===== config.mk =====
export PLATFORM = sky130hd
export DESIGN_NAME = new_connection_id_frame_parser_core
export DESIGN_NICKNAME = d
export VERILOG_FILES = /design/src/rtl/ncid_pkg.sv /design/src/rtl/new_connection_id_frame_parser_core.sv
export SDC_FILE = /design/constraint.sdc
export NUM_CORES = 1
export LEC_CHECK = 0
export CAP_MARGIN = 20
export CORE_ASPECT_RATIO = 0.7
export CORE_MARGIN = 3
export CORE_UTILIZATION = 46
export DETAILED_ROUTE_END_ITERATION = 6
export DONT_BUFFER_PORTS = 1
export PLACE_DENSITY = 0.7
export SLEW_MARGIN = 20
export SYNTH_ARGS = -nofsm -noshare
export SYNTH_HDL_FRONTEND = slang
export SYNTH_SLANG_ARGS = --single-unit

===== constraint.sdc =====
create_clock -name i_clk -period 8.62 [get_ports i_clk]
set_input_delay 1.724 -clock i_clk [delete_from_list [all_inputs] [get_ports i_clk]]
set_output_delay 1.724 -clock i_clk [all_outputs]
set_load 0.1 [all_outputs]

===== src/rtl/ncid_pkg.sv =====
// ----------------------------------------------------------------------------
// ncid_pkg
// Shared types and constants for the connection id frame parser: parse
// phases, result kinds, status codes and field widths.
// ----------------------------------------------------------------------------
`default_nettype none

package ncid_pkg;

    localparam int NCID_MAX_ID_BYTES = 20;
    localparam int NCID_TOKEN_BYTES  = 16;

    localparam int BYTE_W     = 8;
    localparam int KIND_W     = 3;
    localparam int VALUE_W    = 62;
    localparam int IDX_W      = 5;
    localparam int STATUS_W   = 2;
    localparam int CONSUMED_W = 6;
    localparam int VLEFT_W    = 3;
    localparam int PAYLOAD_W  = 6;

    typedef enum logic [2:0] {
        PH_IDLE,
        PH_SEQ,
        PH_RPT,
        PH_LEN,
        PH_ID,
        PH_TOKEN
    } t_phase;

    typedef logic [KIND_W-1:0]   t_kind;
    typedef logic [STATUS_W-1:0] t_status;

    localparam t_kind KIND_SEQ   = 3'd0;
    localparam t_kind KIND_RPT   = 3'd1;
    localparam t_kind KIND_LEN   = 3'd2;
    localparam t_kind KIND_ID    = 3'd3;
    localparam t_kind KIND_TOKEN = 3'd4;
    localparam t_kind KIND_NONE  = 3'd5;

    localparam t_status ST_BUSY  = 2'd0;
    localparam t_status ST_DONE  = 2'd1;
    localparam t_status ST_TRUNC = 2'd2;
    localparam t_status ST_LONG  = 2'd3;

    localparam logic [1:0] VI_LEN1 = 2'd0;
    localparam logic [1:0] VI_LEN2 = 2'd1;
    localparam logic [1:0] VI_LEN4 = 2'd2;
    localparam logic [1:0] VI_LEN8 = 2'd3;

endpackage

`default_nettype wire


===== src/rtl/new_connection_id_frame_parser_core.sv =====
// ----------------------------------------------------------------------------
// new_connection_id_frame_parser_core
// Byte-serial parser for connection id frames: varint sequence and
// retire-prior-to fields, id length, id bytes and the reset token.
//
// Usage:
//   Input channel (i_in_valid / o_in_ready) takes one frame byte per request,
//   with i_frame_start on the type byte and i_buffer_end on the last byte
//   available. Output channel (o_out_valid / i_out_ready) gives zero or one
//   result per input byte: each parsed field, a done result on the last
//   token byte with the consumed byte count, or an error result (truncated
//   buffer or id too long), after which earlier fields are to be discarded.
//   Each result appears in the cycle after its byte is taken. Throughput
//   is one byte per cycle while results are taken; a varint shift, two
//   counts and three compares lie between the state and result registers.
//   A stalled receiver holds the result register and drops o_in_ready until
//   it is taken; o_in_ready stays high in a cycle where the result is taken.
//   Reset puts the parser idle; bytes are ignored until a frame start.
// ----------------------------------------------------------------------------
`default_nettype none

module new_connection_id_frame_parser_core #(
    parameter int MAX_ID_BYTES = ncid_pkg::NCID_MAX_ID_BYTES,
    parameter int TOKEN_BYTES  = ncid_pkg::NCID_TOKEN_BYTES
) (
    input  wire logic                              i_clk,
    input  wire logic                              i_rst_n,
    input  wire logic                              i_in_valid,
    output logic                                   o_in_ready,
    input  wire logic [ncid_pkg::BYTE_W-1:0]       i_data_byte,
    input  wire logic                              i_frame_start,
    input  wire logic                              i_buffer_end,
    output logic                                   o_out_valid,
    input  wire logic                              i_out_ready,
    output logic [ncid_pkg::KIND_W-1:0]            o_field_kind,
    output logic [ncid_pkg::VALUE_W-1:0]           o_field_value,
    output logic [ncid_pkg::IDX_W-1:0]             o_byte_index,
    output logic [ncid_pkg::STATUS_W-1:0]          o_parse_status,
    output logic [ncid_pkg::CONSUMED_W-1:0]        o_bytes_consumed
);
    import ncid_pkg::*;

    localparam int CNT_MAX = (MAX_ID_BYTES > TOKEN_BYTES) ? MAX_ID_BYTES : TOKEN_BYTES;
    localparam int CNT_W   = $clog2(CNT_MAX + 1);
    localparam int IDL_W   = $clog2(MAX_ID_BYTES + 1);

    // parse state
    t_phase                  r_phase, n_phase;
    logic [VLEFT_W-1:0]      r_vleft, n_vleft;
    logic [VALUE_W-1:0]      r_acc, n_acc;
    logic [IDL_W-1:0]        r_idlen, n_idlen;
    logic [CNT_W-1:0]        r_fbc, n_fbc;
    logic [CONSUMED_W-1:0]   r_consumed, n_consumed;

    // result register
    logic                    r_out_valid;
    t_kind                   r_kind;
    logic [VALUE_W-1:0]      r_value;
    logic [IDX_W-1:0]        r_idx;
    t_status                 r_status;
    logic [CONSUMED_W-1:0]   r_cons;

    logic                    w_accept;
    logic [VLEFT_W-1:0]      w_vleft_first;
    logic [VLEFT_W-1:0]      w_vleft_nx;
    logic [VALUE_W-1:0]      w_acc_nx;
    logic [CNT_W-1:0]        w_fbc_inc;
    logic [CONSUMED_W-1:0]   w_consumed_inc;
    logic                    w_id_last;
    logic                    w_token_last;
    logic                    w_len_long;

    logic                    w_res_valid;
    t_kind                   w_kind;
    logic [VALUE_W-1:0]      w_value;
    logic [IDX_W-1:0]        w_idx;
    t_status                 w_status;
    logic [CONSUMED_W-1:0]   w_cons;

    assign o_in_ready = !r_out_valid || i_out_ready;
    assign w_accept   = i_in_valid && o_in_ready;

    // varint and counter datapath
    always_comb begin
        unique case (i_data_byte[7:6])
            VI_LEN1: w_vleft_first = VLEFT_W'(0);
            VI_LEN2: w_vleft_first = VLEFT_W'(1);
            VI_LEN4: w_vleft_first = VLEFT_W'(3);
            VI_LEN8: w_vleft_first = VLEFT_W'(7);
            default: w_vleft_first = VLEFT_W'(0);
        endcase
        if (r_vleft == '0) begin
            w_vleft_nx = w_vleft_first;
            w_acc_nx   = VALUE_W'(i_data_byte[PAYLOAD_W-1:0]);
        end else begin
            w_vleft_nx = r_vleft - VLEFT_W'(1);
            w_acc_nx   = {r_acc[VALUE_W-BYTE_W-1:0], i_data_byte};
        end
        w_fbc_inc      = r_fbc + CNT_W'(1);
        w_consumed_inc = r_consumed + CONSUMED_W'(1);
        w_id_last      = w_fbc_inc >= CNT_W'(r_idlen);
        w_token_last   = w_fbc_inc >= CNT_W'(TOKEN_BYTES);
        w_len_long     = i_data_byte > BYTE_W'(MAX_ID_BYTES);
    end

    // next state
    always_comb begin
        n_phase    = r_phase;
        n_vleft    = r_vleft;
        n_acc      = r_acc;
        n_idlen    = r_idlen;
        n_fbc      = r_fbc;
        n_consumed = r_consumed;
        if (w_accept) begin
            if (i_frame_start) begin
                n_phase    = i_buffer_end ? PH_IDLE : PH_SEQ;
                n_vleft    = '0;
                n_acc      = '0;
                n_idlen    = '0;
                n_fbc      = '0;
                n_consumed = CONSUMED_W'(1);
            end else if (r_phase != PH_IDLE) begin
                n_consumed = w_consumed_inc;
                unique case (r_phase)
                    PH_SEQ, PH_RPT: begin
                        n_vleft = w_vleft_nx;
                        n_acc   = w_acc_nx;
                        if (i_buffer_end) begin
                            n_phase = PH_IDLE;
                        end else if (w_vleft_nx == '0) begin
                            n_phase = (r_phase == PH_SEQ) ? PH_RPT : PH_LEN;
                        end
                    end
                    PH_LEN: begin
                        if (w_len_long || i_buffer_end) begin
                            n_phase = PH_IDLE;
                        end else begin
                            n_idlen = IDL_W'(i_data_byte);
                            n_fbc   = '0;
                            n_phase = (i_data_byte == '0) ? PH_TOKEN : PH_ID;
                        end
                    end
                    PH_ID: begin
                        if (i_buffer_end) begin
                            n_phase = PH_IDLE;
                        end else if (w_id_last) begin
                            n_fbc   = '0;
                            n_phase = PH_TOKEN;
                        end else begin
                            n_fbc = w_fbc_inc;
                        end
                    end
                    PH_TOKEN: begin
                        if (w_token_last) begin
                            n_fbc   = '0;
                            n_phase = PH_IDLE;
                        end else begin
                            n_fbc = w_fbc_inc;
                            if (i_buffer_end) begin
                                n_phase = PH_IDLE;
                            end
                        end
                    end
                    default: n_phase = PH_IDLE;
                endcase
            end
        end
    end

    // result
    always_comb begin
        w_res_valid = 1'b0;
        w_kind      = KIND_NONE;
        w_value     = '0;
        w_idx       = '0;
        w_status    = ST_BUSY;
        w_cons      = '0;
        if (w_accept) begin
            if (i_frame_start) begin
                if (i_buffer_end) begin
                    w_res_valid = 1'b1;
                    w_status    = ST_TRUNC;
                end
            end else begin
                unique case (r_phase)
                    PH_SEQ, PH_RPT: begin
                        if (i_buffer_end) begin
                            w_res_valid = 1'b1;
                            w_status    = ST_TRUNC;
                        end else if (w_vleft_nx == '0) begin
                            w_res_valid = 1'b1;
                            w_kind      = (r_phase == PH_SEQ) ? KIND_SEQ : KIND_RPT;
                            w_value     = w_acc_nx;
                        end
                    end
                    PH_LEN: begin
                        w_res_valid = 1'b1;
                        if (w_len_long) begin
                            w_status = ST_LONG;
                        end else if (i_buffer_end) begin
                            w_status = ST_TRUNC;
                        end else begin
                            w_kind  = KIND_LEN;
                            w_value = VALUE_W'(i_data_byte);
                        end
                    end
                    PH_ID: begin
                        w_res_valid = 1'b1;
                        if (i_buffer_end) begin
                            w_status = ST_TRUNC;
                        end else begin
                            w_kind  = KIND_ID;
                            w_value = VALUE_W'(i_data_byte);
                            w_idx   = IDX_W'(r_fbc);
                        end
                    end
                    PH_TOKEN: begin
                        w_res_valid = 1'b1;
                        if (w_token_last) begin
                            w_kind   = KIND_TOKEN;
                            w_value  = VALUE_W'(i_data_byte);
                            w_idx    = IDX_W'(r_fbc);
                            w_status = ST_DONE;
                            w_cons   = w_consumed_inc;
                        end else if (i_buffer_end) begin
                            w_status = ST_TRUNC;
                        end else begin
                            w_kind  = KIND_TOKEN;
                            w_value = VALUE_W'(i_data_byte);
                            w_idx   = IDX_W'(r_fbc);
                        end
                    end
                    default: w_res_valid = 1'b0;
                endcase
            end
        end
    end

    always_ff @(posedge i_clk) begin
        if (!i_rst_n) begin
            r_phase    <= PH_IDLE;
            r_vleft    <= '0;
            r_acc      <= '0;
            r_idlen    <= '0;
            r_fbc      <= '0;
            r_consumed <= '0;
        end else begin
            r_phase    <= n_phase;
            r_vleft    <= n_vleft;
            r_acc      <= n_acc;
            r_idlen    <= n_idlen;
            r_fbc      <= n_fbc;
            r_consumed <= n_consumed;
        end
    end

    always_ff @(posedge i_clk) begin
        if (!i_rst_n) begin
            r_out_valid <= 1'b0;
        end else if (w_res_valid) begin
            r_out_valid <= 1'b1;
        end else if (i_out_ready) begin
            r_out_valid <= 1'b0;
        end
    end

    always_ff @(posedge i_clk) begin
        if (w_res_valid) begin
            r_kind   <= w_kind;
            r_value  <= w_value;
            r_idx    <= w_idx;
            r_status <= w_status;
            r_cons   <= w_cons;
        end
    end

    assign o_out_valid      = r_out_valid;
    assign o_field_kind     = r_kind;
    assign o_field_value    = r_value;
    assign o_byte_index     = r_idx;
    assign o_parse_status   = r_status;
    assign o_bytes_consumed = r_cons;

    a_done_is_token: assert property (@(posedge i_clk) disable iff (!i_rst_n)
        (o_out_valid && (o_parse_status == ST_DONE)) |-> (o_field_kind == KIND_TOKEN))
        else $error("done result without token kind");

    a_error_kind_none: assert property (@(posedge i_clk) disable iff (!i_rst_n)
        (o_out_valid && ((o_parse_status == ST_TRUNC) || (o_parse_status == ST_LONG)))
        |-> ((o_field_kind == KIND_NONE) && (o_field_value == '0)))
        else $error("error result carries a field");

    a_final_goes_idle: assert property (@(posedge i_clk) disable iff (!i_rst_n)
        (w_res_valid && (w_status != ST_BUSY)) |=> (r_phase == PH_IDLE))
        else $error("parser not idle after done or error");

    a_id_count_bound: assert property (@(posedge i_clk) disable iff (!i_rst_n)
        (r_phase == PH_ID) |-> ((r_idlen != '0) && (CNT_W'(r_idlen) > r_fbc)))
        else $error("id byte count out of range");

endmodule

`default_nettype wire


==> out/qor.txt <==
status - finished clean
final worst slack - 4006 ps
P&R area growth vs syn - 11.04%
RePlAce Congestion - 0.8385
startpoint types - input port
final WL - 14,800 µm
full die area - 15,520 µm²
Setup Buffers After CTS - 0
Yosys top cell area share - 0.3627
Setup Skew - 12.43 ps
DR vias - 4,548
#FFs+latches synth - 155
Vias/cell - 5.838
Place WS - 3566 ps
ANT cells - 0
Sink Count - 155
final non-filler cell area - 7171 µm²
measured slew at the worst slew-check pin - 1135 ps
Layout Nets - 604
dpl cells - 747
CP Class - in2reg
WHS - 467.4 ps
antenna violations before repair - 0
First DRT Iteration DRCs - 467
Critical Path Fanout Max - 46
final hold violations - 0
post-CTS resize count - 0
Sum Neg Setup Slack - 0 ps
crit-path cells - nand2b_1, and2_1, o21ai_0, nor2_4, buf_4
predominant post-synthesis flop cell - edfxtp_1
Final Slew Violations - 0
RSZ-0062 raised after global routing - no
non-filler cells, final - 779
Chip Height - 105.1 µm
sequential cell area fraction in the yosys report - 0.6014
worst-path cell with the longest stage delay - nand2b_1
Ports - 94
number of global-route vias before repair - 4,232
Routed Antenna Nets - 0
Starting Density - 0.4803
main area contributors after synthesis - edfxtp_1, dfxtp_1, and3_1, a22oi_1, nor2_1
fin crit share - 0.5352
required time of the critical path - 8670 ps
Reg clk slew, reported paths - 60 ps
CTS Buf Count - 17
CTS root buf - clkbuf_16
maximum clock rate - 0.2168 GHz
largest net degree at the start of global routing - 87
syn avg cell area - 10.78 µm²
CTS Buffer Depth - 2
share of post-route cells with drive strength above 1 - 0.09259
Hold Crit Class - reg2reg
IO Port Bufs - 0
Util after Layout - 0.5334
Congestion Overflow GR - 0
most common cell after layout, fill and taps aside - edfxtp_1
min Tclk post-route - 4614 ps
Rows - 35
placed inst area - 6560 µm²
width of the die - 147.6 µm
DRC - 0
Synth Warn # - 0
clock insertion delay at the later pin of the skew report - 420 ps
final setup violation count - 0
syn_nets - 622
total power - 1.692 mW
area leader, netlist - edfxtp_1
CP delay by family, top - simple AND/OR/NAND/NOR gates
crit path DAT - 4660 ps
Hold-fix buffers, CTS - 0
All-Layer GR Usage - 0.1932
Setup crit end kind - register
Leakage Power - 2.565 nW
drt wl/cell - 18.99 µm
Post-synth EDFFs - 78
mapped cell area - 6457 µm²
WP buf/inv - 1
max-cap viol count - 0
synthesized instance count - 599
htree depth - 4
power per cell area - 236.0 nW/µm²
FILL cells - 1,168
Largest stage delay, worst path - 840 ps
commonest non-fill, non-tap cells in the layout - edfxtp_1, dfxtp_1, nor2_1
unique cell type count in the Yosys netlist - 59
CTS tree - built
maximum vdd drop - 0.1359 mV
HPWL Detailed - 9439 µm
normalized max-slew margin - 0.2436
Post-synth ARST share - 0
Core ar. - 13,440 µm²
First-pass DRT Iterations - 5
global-route wire length before repair - 23,460 µm
cell families (layout without fill, tap and decap cells):
kind of cell | count (synthesis) | after routing | share of synthesized area
AO/OA/AOI/OAI | 118 | 118 | 0.1279
XOR/XNOR | 8 | 8 | 0.01201
adder cells (fa/ha/maj) | 9 | 9 | 0.01744
buffers and inverters | 54 | 49 | 0.03585
flip-flops | 155 | 155 | 0.6014
multiplexers | 4 | 4 | 0.006394
AND/OR/NAND/NOR | 251 | 251 | 0.1990
metal layers:
layer,GRT usage,wire length [µm],vias to the layer above
met1,0.2894,7365,2215
met3,0.06199,1041,24
li1,-,-,2140
met2,0.2588,6140,169
met5,0,0,-
met4,0.07114,250,0
synthesized netlist by cell type, drive strengths merged (2+ instances only):
cell	n
a211oi	3
nand4	4
a21o	3
o31ai	3
a311oi	2
o32ai	4
inv	12
nand3	27
mux2i	3
nand3b	4
clkbuf	27
and3	61
nor3b	5
xor2	2
nor3	6
and2	16
buf	15
ha	9
a22oi	37
nor2	66
o311ai	2
edfxtp	78
nand4b	2
o22ai	4
o21ai	15
nand2b	4
o21a	3
nor2b	2
or3	4
a21oi	34
dfxtp	77
o211ai	2
nand2	48
xnor2	6
registers in the layout, indices dropped and copies added, names as in the netlist:
register          count
o_byte_index          5
o_bytes_consumed      6
o_field_kind          3
o_field_value        62
o_out_valid           1
o_parse_status        2
r_acc                54
r_consumed            6
r_fbc                 5
r_idlen               5
r_phase               3
r_vleft               3
worst min-delay path: stages, from the launching register on:
cell	delay [ps]
dfxtp_1	320
nand2_1	50
a21oi_1	50
path summary, 6_finish.rpt:
check,startpoint,to,slack [ps],depth (start not counted)
max,i_out_ready,o_field_value[10]$_SDFFCE_PP0P_,4010,5
min,r_acc[4]$_SDFFE_PN0P_,r_acc[4]$_SDFFE_PN0P_,470,2
max reg2reg,o_out_valid$_SDFFE_PN0P_,o_field_value[10]$_SDFFCE_PP0P_,4530,5
min reg2reg,r_acc[4]$_SDFFE_PN0P_,r_acc[4]$_SDFFE_PN0P_,470,2
power breakdown:
part	leakage, nW	internal [mW]	switching (mW)
clock network	0.295	0.438	0.325
registers	1.33	0.786	0.0927
logic	0.937	0.0117	0.0389
area by class of cell:
type,instances,area [µm²],area share
clock inverters,15,181.4,0.02530
flip-flops and latches,155,3884,0.5416
well taps,185,231.5,0.03228
repair buffers,5,37.54,0.005235
clock buffers,17,425.4,0.05933
multi-input cells,390,2366,0.3300
inverters,12,45.04,0.006282
Note: power is estimated with default switching activity, not from simulation.
